File: config.mk
export PLATFORM = sky130hd
export DESIGN_NAME = point_in_mesh_ray_parity_unit
export DESIGN_NICKNAME = d
export VERILOG_FILES = /design/src/pimr_pkg.sv /design/src/point_in_mesh_ray_parity_unit.sv /design/src/pimr_ctrl.sv /design/src/pimr_dpath.sv
export SDC_FILE = /design/constraint.sdc
export NUM_CORES = 2
export LEC_CHECK = 0
export BUFFER_PORTS_ARGS = -buffer_cell sky130_fd_sc_hd__buf_4
export CORE_AREA = 3 3 460 326
export DETAILED_ROUTE_END_ITERATION = 10
export DIE_AREA = 0 0 463 329
export PLACE_DENSITY = 0.77
export SYNTH_ARGS = -nofsm -noshare
export SYNTH_HDL_FRONTEND = slang
export SYNTH_SLANG_ARGS = --single-unit
File: constraint.sdc
create_clock -name i_clk -period 22.1 [get_ports i_clk]
set_input_delay 6.63 -clock i_clk [delete_from_list [all_inputs] [get_ports i_clk]]
set_output_delay 6.63 -clock i_clk [all_outputs]
set_load 0.02 [all_outputs]
File: src/pimr_pkg.sv
`default_nettype none
// ----------------------------------------------------------------------------
// pimr_pkg: shared types and constants of the point-in-mesh ray parity unit
// Widths of the exact integer ray/triangle test and the step table of the
// shared multiply-accumulate sequence.
// ----------------------------------------------------------------------------
package pimr_pkg;

    localparam int COORD_BITS = 24;
    localparam int COUNT_BITS = 16;

    localparam int CW  = COORD_BITS;
    localparam int DW  = CW + 1;
    localparam int PW  = 2 * DW + 1;
    localparam int LW  = DW + 1;
    localparam int HW  = PW - LW;
    localparam int MW  = DW + 2;
    localparam int PRW = 2 * MW;
    localparam int TW  = 3 * DW + 3;

    localparam int N_COORDS = 9;
    localparam int IN_W     = ((N_COORDS * CW + 7) / 8) * 8;
    localparam int OUT_W    = ((COUNT_BITS + 2 + 7) / 8) * 8;

    localparam int CFG_IDX_W = 2;
    localparam logic [CFG_IDX_W-1:0] REG_POINT_X = 2'd0;
    localparam logic [CFG_IDX_W-1:0] REG_POINT_Y = 2'd1;
    localparam logic [CFG_IDX_W-1:0] REG_POINT_Z = 2'd2;

    localparam int N_MAC     = 16;
    localparam int MAC_IDX_W = $clog2(N_MAC);
    localparam int STEP_W    = $clog2(N_MAC + 1);

    typedef enum logic [3:0] {
        SRC_E1X, SRC_E1Y, SRC_E1Z,
        SRC_E2X, SRC_E2Y, SRC_E2Z,
        SRC_SX,  SRC_SY,  SRC_SZ,
        SRC_QXL, SRC_QXH, SRC_QYL, SRC_QYH, SRC_QZL, SRC_QZH
    } t_src;

    typedef enum logic [1:0] {
        ACC_NONE, ACC_LOAD, ACC_ADD, ACC_SUB
    } t_acc_op;

    typedef enum logic [2:0] {
        DST_NONE, DST_DET, DST_U, DST_QX, DST_QY, DST_QZ, DST_T
    } t_dst;

    typedef struct packed {
        logic    en;
        t_src    a_src;
        t_src    b_src;
        t_acc_op op;
        logic    hi;
        t_dst    dst;
    } t_mac_cmd;

    typedef struct packed {
        logic     capture;
        t_mac_cmd mac;
        logic     eval;
        logic     decide;
        logic     emit;
    } t_dp_cmd;

    function automatic t_mac_cmd mk(t_src a, t_src b, t_acc_op op, logic hi, t_dst dst);
        t_mac_cmd c;
        c.en    = 1'b1;
        c.a_src = a;
        c.b_src = b;
        c.op    = op;
        c.hi    = hi;
        c.dst   = dst;
        return c;
    endfunction

    // The determinant, u and the three components of s x e1 are two-product
    // cross terms; t is the dot product of e2 with s x e1, each component of
    // which is split into a low unsigned and a high signed chunk.
    function automatic t_mac_cmd step_cmd(logic [MAC_IDX_W-1:0] step);
        t_mac_cmd c;
        c = '0;
        case (step)
            4'd0:  c = mk(SRC_E1Z, SRC_E2Y, ACC_LOAD, 1'b0, DST_NONE);
            4'd1:  c = mk(SRC_E1Y, SRC_E2Z, ACC_SUB,  1'b0, DST_DET);
            4'd2:  c = mk(SRC_SZ,  SRC_E2Y, ACC_LOAD, 1'b0, DST_NONE);
            4'd3:  c = mk(SRC_SY,  SRC_E2Z, ACC_SUB,  1'b0, DST_U);
            4'd4:  c = mk(SRC_SY,  SRC_E1Z, ACC_LOAD, 1'b0, DST_NONE);
            4'd5:  c = mk(SRC_SZ,  SRC_E1Y, ACC_SUB,  1'b0, DST_QX);
            4'd6:  c = mk(SRC_SZ,  SRC_E1X, ACC_LOAD, 1'b0, DST_NONE);
            4'd7:  c = mk(SRC_SX,  SRC_E1Z, ACC_SUB,  1'b0, DST_QY);
            4'd8:  c = mk(SRC_SX,  SRC_E1Y, ACC_LOAD, 1'b0, DST_NONE);
            4'd9:  c = mk(SRC_SY,  SRC_E1X, ACC_SUB,  1'b0, DST_QZ);
            4'd10: c = mk(SRC_E2X, SRC_QXL, ACC_LOAD, 1'b0, DST_NONE);
            4'd11: c = mk(SRC_E2X, SRC_QXH, ACC_ADD,  1'b1, DST_NONE);
            4'd12: c = mk(SRC_E2Y, SRC_QYL, ACC_ADD,  1'b0, DST_NONE);
            4'd13: c = mk(SRC_E2Y, SRC_QYH, ACC_ADD,  1'b1, DST_NONE);
            4'd14: c = mk(SRC_E2Z, SRC_QZL, ACC_ADD,  1'b0, DST_NONE);
            4'd15: c = mk(SRC_E2Z, SRC_QZH, ACC_ADD,  1'b1, DST_T);
            default: c = '0;
        endcase
        return c;
    endfunction

endpackage
`default_nettype wire

File: src/point_in_mesh_ray_parity_unit.sv
`default_nettype none
// Triangles are taken one at a time, only in the idle state: each runs 16
// products on one shared signed multiplier, a product drain, a compare and a
// decision before the next is accepted; a last triangle waits in its decision
// state while the previous result is still held. A mesh result is registered
// and becomes valid when the decision of its last triangle is taken.
// Reset clears the query point, the crossing state and the result valid flag.
// ----------------------------------------------------------------------------
// point_in_mesh_ray_parity_unit: point-in-mesh test by ray crossing parity
// Counts crossings of the +x ray from the query point with streamed triangles
// and reports the parity and the count after the last triangle of a mesh.
// ----------------------------------------------------------------------------
module point_in_mesh_ray_parity_unit (
    input  wire logic                             i_clk,
    input  wire logic                             i_rst_n,
    input  wire logic                             i_cfg_valid,
    output logic                                  o_cfg_ready,
    input  wire logic [pimr_pkg::CFG_IDX_W-1:0]   i_cfg_index,
    input  wire logic [pimr_pkg::CW-1:0]          i_cfg_data,
    input  wire logic                             i_s_axis_tvalid,
    output logic                                  o_s_axis_tready,
    // a_x, a_y, a_z, b_x, b_y, b_z, c_x, c_y, c_z from the lowest bit up.
    input  wire logic [pimr_pkg::IN_W-1:0]        i_s_axis_tdata,
    input  wire logic                             i_s_axis_tlast,
    output logic                                  o_m_axis_tvalid,
    input  wire logic                             i_m_axis_tready,
    // inside_res, crossing_count, count_saturated from the lowest bit up.
    output logic [pimr_pkg::OUT_W-1:0]            o_m_axis_tdata
);

    pimr_pkg::t_dp_cmd w_cmd;

    assign o_cfg_ready = 1'b1;

    pimr_ctrl u_ctrl (
        .i_clk       (i_clk),
        .i_rst_n     (i_rst_n),
        .i_in_valid  (i_s_axis_tvalid),
        .i_in_last   (i_s_axis_tlast),
        .o_in_ready  (o_s_axis_tready),
        .o_out_valid (o_m_axis_tvalid),
        .i_out_ready (i_m_axis_tready),
        .o_cmd       (w_cmd)
    );

    pimr_dpath u_dpath (
        .i_clk       (i_clk),
        .i_rst_n     (i_rst_n),
        .i_cfg_we    (i_cfg_valid),
        .i_cfg_index (i_cfg_index),
        .i_cfg_data  (i_cfg_data),
        .i_tri       (i_s_axis_tdata),
        .i_cmd       (w_cmd),
        .o_result    (o_m_axis_tdata)
    );

endmodule
`default_nettype wire

File: src/pimr_ctrl.sv
`default_nettype none
// ----------------------------------------------------------------------------
// pimr_ctrl: sequencer of the point-in-mesh ray parity unit
// Accepts a triangle, steps the datapath through the multiply-accumulate
// sequence, the compare and the decision, and owns the result valid flag.
// ----------------------------------------------------------------------------
module pimr_ctrl (
    input  wire logic              i_clk,
    input  wire logic              i_rst_n,
    input  wire logic              i_in_valid,
    input  wire logic              i_in_last,
    output logic                   o_in_ready,
    output logic                   o_out_valid,
    input  wire logic              i_out_ready,
    output pimr_pkg::t_dp_cmd      o_cmd
);

    typedef enum logic [1:0] {
        S_IDLE,
        S_RUN,
        S_EVAL,
        S_DECIDE
    } t_state;

    t_state                          r_state, n_state;
    logic [pimr_pkg::STEP_W-1:0]     r_step, n_step;
    logic                            r_last, n_last;
    logic                            r_out_valid, n_out_valid;
    pimr_pkg::t_dp_cmd               w_cmd;

    always_comb begin
        n_state = r_state;
        n_step  = r_step;
        n_last  = r_last;
        w_cmd   = '0;
        case (r_state)
            S_IDLE: begin
                if (i_in_valid) begin
                    w_cmd.capture = 1'b1;
                    n_last        = i_in_last;
                    n_step        = '0;
                    n_state       = S_RUN;
                end
            end
            S_RUN: begin
                if (r_step < pimr_pkg::STEP_W'(pimr_pkg::N_MAC)) begin
                    w_cmd.mac = pimr_pkg::step_cmd(r_step[pimr_pkg::MAC_IDX_W-1:0]);
                end
                if (r_step == pimr_pkg::STEP_W'(pimr_pkg::N_MAC)) begin
                    n_state = S_EVAL;
                end else begin
                    n_step = r_step + 1'b1;
                end
            end
            S_EVAL: begin
                w_cmd.eval = 1'b1;
                n_state    = S_DECIDE;
            end
            S_DECIDE: begin
                if (!(r_last && r_out_valid && !i_out_ready)) begin
                    w_cmd.decide = 1'b1;
                    w_cmd.emit   = r_last;
                    n_state      = S_IDLE;
                end
            end
            default: begin
                n_state = S_IDLE;
            end
        endcase
        n_out_valid = w_cmd.emit | (r_out_valid & ~i_out_ready);
    end

    always_ff @(posedge i_clk) begin
        if (!i_rst_n) begin
            r_state     <= S_IDLE;
            r_step      <= '0;
            r_last      <= 1'b0;
            r_out_valid <= 1'b0;
        end else begin
            r_state     <= n_state;
            r_step      <= n_step;
            r_last      <= n_last;
            r_out_valid <= n_out_valid;
        end
    end

    assign o_in_ready  = (r_state == S_IDLE);
    assign o_out_valid = r_out_valid;
    assign o_cmd       = w_cmd;

endmodule
`default_nettype wire

File: src/pimr_dpath.sv
`default_nettype none
// ----------------------------------------------------------------------------
// pimr_dpath: datapath of the point-in-mesh ray parity unit
// Holds the query point, the edge vectors of the current triangle, one shared
// signed multiplier with a wide accumulator, the hit decision, the crossing
// counters and the result register.
// ----------------------------------------------------------------------------
module pimr_dpath (
    input  wire logic                             i_clk,
    input  wire logic                             i_rst_n,
    input  wire logic                             i_cfg_we,
    input  wire logic [pimr_pkg::CFG_IDX_W-1:0]   i_cfg_index,
    input  wire logic [pimr_pkg::CW-1:0]          i_cfg_data,
    input  wire logic [pimr_pkg::IN_W-1:0]        i_tri,
    input  wire pimr_pkg::t_dp_cmd                i_cmd,
    output logic [pimr_pkg::OUT_W-1:0]            o_result
);

    localparam int CW  = pimr_pkg::CW;
    localparam int DW  = pimr_pkg::DW;
    localparam int PW  = pimr_pkg::PW;
    localparam int LW  = pimr_pkg::LW;
    localparam int HW  = pimr_pkg::HW;
    localparam int MW  = pimr_pkg::MW;
    localparam int PRW = pimr_pkg::PRW;
    localparam int TW  = pimr_pkg::TW;
    localparam int NB  = pimr_pkg::COUNT_BITS;

    function automatic logic signed [DW-1:0] diff(logic [CW-1:0] a, logic [CW-1:0] b);
        return $signed({a[CW-1], a}) - $signed({b[CW-1], b});
    endfunction

    logic [CW-1:0]               r_pt [0:2];
    logic signed [DW-1:0]        r_d [0:8];
    logic signed [PW-1:0]        r_q [0:2];
    logic signed [PW-1:0]        r_det, r_u;
    logic signed [TW-1:0]        r_t, r_acc, n_acc;
    logic signed [PRW-1:0]       r_prod;
    pimr_pkg::t_acc_op           r_op;
    logic                        r_hi;
    pimr_pkg::t_dst              r_dst;
    logic signed [PW:0]          r_du, r_uv;
    logic                        r_par, n_par;
    logic [NB-1:0]               r_tot, n_tot;
    logic                        r_cap, n_cap;
    logic [pimr_pkg::OUT_W-1:0]  r_res;

    logic [CW-1:0]               w_v [0:8];
    logic signed [MW-1:0]        w_opnd [0:15];
    logic signed [MW-1:0]        w_a, w_b;
    logic signed [TW-1:0]        w_ext, w_term;
    logic signed [PW+1:0]        w_w;
    logic                        w_dn, w_u_ok, w_v_ok, w_w_ok, w_t_ok, w_hit;

    always_comb begin
        for (int i = 0; i < 9; i++) begin
            w_v[i] = i_tri[i*CW +: CW];
        end
    end

    always_comb begin
        for (int i = 0; i < 9; i++) begin
            w_opnd[i] = {{(MW-DW){r_d[i][DW-1]}}, r_d[i]};
        end
        for (int k = 0; k < 3; k++) begin
            w_opnd[9 + 2*k]  = $signed({{(MW-LW){1'b0}}, r_q[k][LW-1:0]});
            w_opnd[10 + 2*k] = {{(MW-HW){r_q[k][PW-1]}}, r_q[k][PW-1:LW]};
        end
        w_opnd[15] = '0;
    end

    assign w_a = w_opnd[i_cmd.mac.a_src];
    assign w_b = w_opnd[i_cmd.mac.b_src];

    assign w_ext  = {{(TW-PRW){r_prod[PRW-1]}}, r_prod};
    assign w_term = r_hi ? (w_ext <<< LW) : w_ext;

    always_comb begin
        case (r_op)
            pimr_pkg::ACC_LOAD: n_acc = w_term;
            pimr_pkg::ACC_ADD:  n_acc = r_acc + w_term;
            pimr_pkg::ACC_SUB:  n_acc = r_acc - w_term;
            default:            n_acc = r_acc;
        endcase
    end

    // With a negative determinant every bound flips direction instead of
    // negating the four values.
    assign w_w    = {{2{r_det[PW-1]}}, r_det} - {r_uv[PW], r_uv};
    assign w_dn   = r_det[PW-1];
    assign w_u_ok = w_dn ? ((r_u[PW-1] || r_u == '0) && (r_du[PW] || r_du == '0))
                         : (!r_u[PW-1] && !r_du[PW]);
    assign w_v_ok = w_dn ? (r_q[0][PW-1] || r_q[0] == '0) : !r_q[0][PW-1];
    assign w_w_ok = w_dn ? (w_w[PW+1] || w_w == '0) : !w_w[PW+1];
    assign w_t_ok = w_dn ? r_t[TW-1] : (!r_t[TW-1] && r_t != '0);
    assign w_hit  = (r_det != '0) && w_u_ok && w_v_ok && w_w_ok && w_t_ok;

    always_comb begin
        n_par = r_par ^ w_hit;
        n_tot = (w_hit && r_tot != '1) ? r_tot + 1'b1 : r_tot;
        n_cap = r_cap | (w_hit && n_tot == '1);
    end

    always_ff @(posedge i_clk) begin
        if (!i_rst_n) begin
            r_pt[0] <= '0;
            r_pt[1] <= '0;
            r_pt[2] <= '0;
            r_op    <= pimr_pkg::ACC_NONE;
            r_dst   <= pimr_pkg::DST_NONE;
            r_hi    <= 1'b0;
            r_par   <= 1'b0;
            r_tot   <= '0;
            r_cap   <= 1'b0;
        end else begin
            if (i_cfg_we) begin
                case (i_cfg_index)
                    pimr_pkg::REG_POINT_X: r_pt[0] <= i_cfg_data;
                    pimr_pkg::REG_POINT_Y: r_pt[1] <= i_cfg_data;
                    pimr_pkg::REG_POINT_Z: r_pt[2] <= i_cfg_data;
                    default: ;
                endcase
            end
            if (i_cmd.mac.en) begin
                r_op  <= i_cmd.mac.op;
                r_dst <= i_cmd.mac.dst;
                r_hi  <= i_cmd.mac.hi;
            end else begin
                r_op  <= pimr_pkg::ACC_NONE;
                r_dst <= pimr_pkg::DST_NONE;
                r_hi  <= 1'b0;
            end
            if (i_cmd.decide) begin
                if (i_cmd.emit) begin
                    r_par <= 1'b0;
                    r_tot <= '0;
                    r_cap <= 1'b0;
                end else begin
                    r_par <= n_par;
                    r_tot <= n_tot;
                    r_cap <= n_cap;
                end
            end
        end
    end

    always_ff @(posedge i_clk) begin
        if (i_cmd.capture) begin
            for (int k = 0; k < 3; k++) begin
                r_d[k]     <= diff(w_v[3 + k], w_v[k]);
                r_d[3 + k] <= diff(w_v[6 + k], w_v[k]);
                r_d[6 + k] <= diff(r_pt[k], w_v[k]);
            end
        end
        r_prod <= w_a * w_b;
        r_acc  <= n_acc;
        case (r_dst)
            pimr_pkg::DST_DET: r_det  <= n_acc[PW-1:0];
            pimr_pkg::DST_U:   r_u    <= n_acc[PW-1:0];
            pimr_pkg::DST_QX:  r_q[0] <= n_acc[PW-1:0];
            pimr_pkg::DST_QY:  r_q[1] <= n_acc[PW-1:0];
            pimr_pkg::DST_QZ:  r_q[2] <= n_acc[PW-1:0];
            pimr_pkg::DST_T:   r_t    <= n_acc;
            default: ;
        endcase
        if (i_cmd.eval) begin
            r_du <= {r_det[PW-1], r_det} - {r_u[PW-1], r_u};
            r_uv <= {r_u[PW-1], r_u} + {r_q[0][PW-1], r_q[0]};
        end
        if (i_cmd.emit) begin
            r_res <= {{(pimr_pkg::OUT_W-NB-2){1'b0}}, n_cap, n_tot, n_par};
        end
    end

    assign o_result = r_res;

endmodule
`default_nettype wire

==> results.toml <==
[critical_path]
path_delay_family = "adder cells"
cp_slowest_cell = "nor3_2"
path_max_fanout = 60
startpoint_type = "flip-flop"
r2r_end = "u_dpath.r_prod[53]$_DFF_P_"
crit_buf_inv = 8
required_ps = 22680
criticalPathCategory = "flip-flop to flip-flop"
end_kind = "flip-flop"
cpPeakStageDelay_ps = 1230
rrSetupSlack_ps = 10340
r2r_cells = 35
cp_data_arrival_time_ps = 12340

[yosys]
synth-edff-count = 752
synthAdderAreaFrac = 0.2660
yosys-top-cells-area = "edfxtp_1, fa_1, ha_1, inv_1, nand2_1"
synth_compound_area_frac = 0.1375
synth.cell_area_um2 = 87320
yosysUniqueCellTypes = 105
synthCells = 9511
ys_async_sr_fraction = 0
synth-xor-area-share = 0.04321
seq_area_frac_synth = 0.2996
ys_warn_count = 0
synthFlopType = "edfxtp_1"
synthMuxAreaShare = 0.01919
yosys.area_share.simple = 0.1646
ys_seq_elements = 931
synth_top_area_cell = "edfxtp_1"
synth_top_family_by_area = "adder cells"
avgSynthCellArea_um2 = 9.181
synth_top_area_share = 0.2586

[layout]
final_cell_mix = "inv_1, nand2_1, nor2_1"
nets = 11275
area_growth_pct = 8.839
layout-drive-gt1-share = 0.07586
layout_commonest_cell = "inv_1"
fillers = 11628

[drt]
wire_per_inst_um = 26.48
dr_total_vias = 75903
drtIter0Drc = 11739
wl_met3_um = 52720
via_per_inst = 6.491
dr.pass1.iters = 11
highest_layer = "met5"
met2WireLength_um = 120600
antenna_left = 0
routed_wl_um = 309700
drc_errors = 17
m1WireLength_um = 122000

[timing]
finalSetupTns_ps = 0
slew_violations = 0
rsz0062_at_grt = "no"
fmaxAchievable_mhz = 85.01
relSlewSlack = 0.0001686
setup_viol_count_final = 0
tightest_slew_ps = 1492
hold_violations = 0
clock_skew_ps = 45.78
post-route-period-util = 0.5323
period_needed_ps = 11760

[global_routing]
grt_usage = 0.3993
antenna_found_initial = 16
first_global_vias = 72699
grt-ovfl-total = 0
grt_first_pass_wirelength_um = 456500
grt_max_degree = 110

[floorplan]
boundaryPins = 275
die_x_um = 463
initial_core_util = 0.6007
row_count = 117
core_um2 = 145400
die_h_um = 329
dieArea_um2 = 152300

[place]
dpl.hpwl_um = 241100
numPortBuffers = 267
gp_congestion = 1.142

[clock_network]
htree_num_levels = 3
insertion_delay_ps = 730
cts_num_sinks = 931
cts_buffers = 96
cts_tree = "built"
cts-root-buf = "clkbuf_16"
postCtsSetupBuffers = 0
ctsResizeCount = 0
clockBufferDepth = 3
clk_pin_slew_ps = 70
ctsHoldBuffers = 0

[min_path]
whs_path_depth = 1
hold_path_end = "u_dpath.r_dst[0]$_SDFF_PN0_"
hp-class = "flip-flop to flip-flop"

[run_status]
violations = "design-rule violations, max-capacitance violations"
outcome = "finished, violations left"

[flow_run]
cap_violations = 1
## final cells by class
class / count / area, µm² / share of cell area
clock inverter: 63 / 758.2 / 0.007978
timing repair buffer: 386 / 2898 / 0.03049
sequential: 931 / 26180 / 0.2755
inverter: 1243 / 4673 / 0.04917
antenna: 16 / 40.04 / 0.0004213
tap: 1963 / 2456 / 0.02584
multi-input combinational: 6977 / 55470 / 0.5836
clock buffer: 115 / 2567 / 0.02701
## kinds of logic after synthesis
kind of cell / Yosys count
xor gates and xnor gates: 430
buffers and inverters: 1608
adders and majority gates: 1392
other: 2
AOI/OAI and AO/OA: 1842
DFF: 931
and+or+nand+nor: 3155
muxes: 151
## synthesized netlist by cell type (all sizes together) (15+ instances only)
library cell  number
a221o             19
o211ai            35
nor3             147
a311oi            28
a21o             176
a31oi             88
o2111ai           18
nor4              84
or2               30
a21oi            523
a2111oi           15
a221oi            21
o41ai             27
nand2           1212
and3              86
fa               774
or3               51
o31ai             34
inv             1239
xor2             139
o22ai             21
clkbuf           290
buf               75
a22oi             19
nor2b            133
mux2i            128
o21bai            38
nand2b           113
a222oi            52
nor2             783
nand4             64
a211oi            49
edfxtp           752
dfxtp            179
xnor2            291
ha               618
o21a              68
nand3            279
a21boi            81
o21ai            409
a31o              18
and2             123
## state kept, by name, indices dropped and copies added (netlist names), 52 cells and up, named ones only
name and flops:
u_dpath.r_prod 54, u_dpath.r_du 52, u_dpath.r_d 225, u_dpath.r_t 78
u_dpath.r_acc 78, u_dpath.r_pt 72, u_dpath.r_q 153, u_dpath.r_uv 52
## per-stage QoR
step / hold WS [ps] / cell area, µm² / setup slack, ps / std cells / util
finish: 460.7 / 95040 / 10340 / 11694 / 0.6538
global route: 468.0 / 95010 / 9793 / 11681 / 0.6536
CTS: 460.9 / 95000 / 10620 / 11678 / 0.6535
detailed placement: 446.8 / 91680 / 10650 / 11500 / 0.6307
global placement: 451.3 / 91680 / 10740 / 11500 / 0.6307
floorplan: 436.7 / 87340 / 10460 / 9516 / -
## worst register-to-register path, delay by kind of cell, from the launching register on
kind	cells	cell delay (ps)
flip-flops	1	510
adder cells (fa/ha/maj)	8	3570
AO/OA/AOI/OAI	10	2980
XOR/XNOR	1	140
AND/OR/NAND/NOR	8	2920
buffers and inverters	8	1520
## worst max path at each step
stage | from | to | slack [ps] | cells past startpoint
2_1_floorplan | i_s_axis_tvalid | u_dpath.r_d[0][0]$_DFFE_PP_ | 10460 | 2
3_3_place_gp | i_s_axis_tdata[96] | u_dpath.r_d[1][24]$_DFFE_PP_ | 10740 | 19
3_5_place_dp | u_ctrl.r_state[1]$_SDFFE_PN0P_ | u_dpath.r_prod[53]$_DFF_P_ | 10650 | 39
4_1_cts | u_ctrl.r_state[1]$_SDFFE_PN0P_ | u_dpath.r_prod[53]$_DFF_P_ | 10620 | 39
5_1_grt | u_ctrl.r_state[1]$_SDFFE_PN0P_ | u_dpath.r_prod[53]$_DFF_P_ | 9790 | 39
6_report | flip-flop | u_dpath.r_prod[53]$_DFF_P_ | 10340 | 35
## layer usage
layer,track usage,vias up
met1,0.5620,36432
li1,-,32660
met5,0.008967,-
met4,0.1449,16
met3,0.1691,1021
met2,0.5474,5774
Power is not shown: default switching activity piles up to over one toggle a cycle in this logic, so the estimate is an artifact.
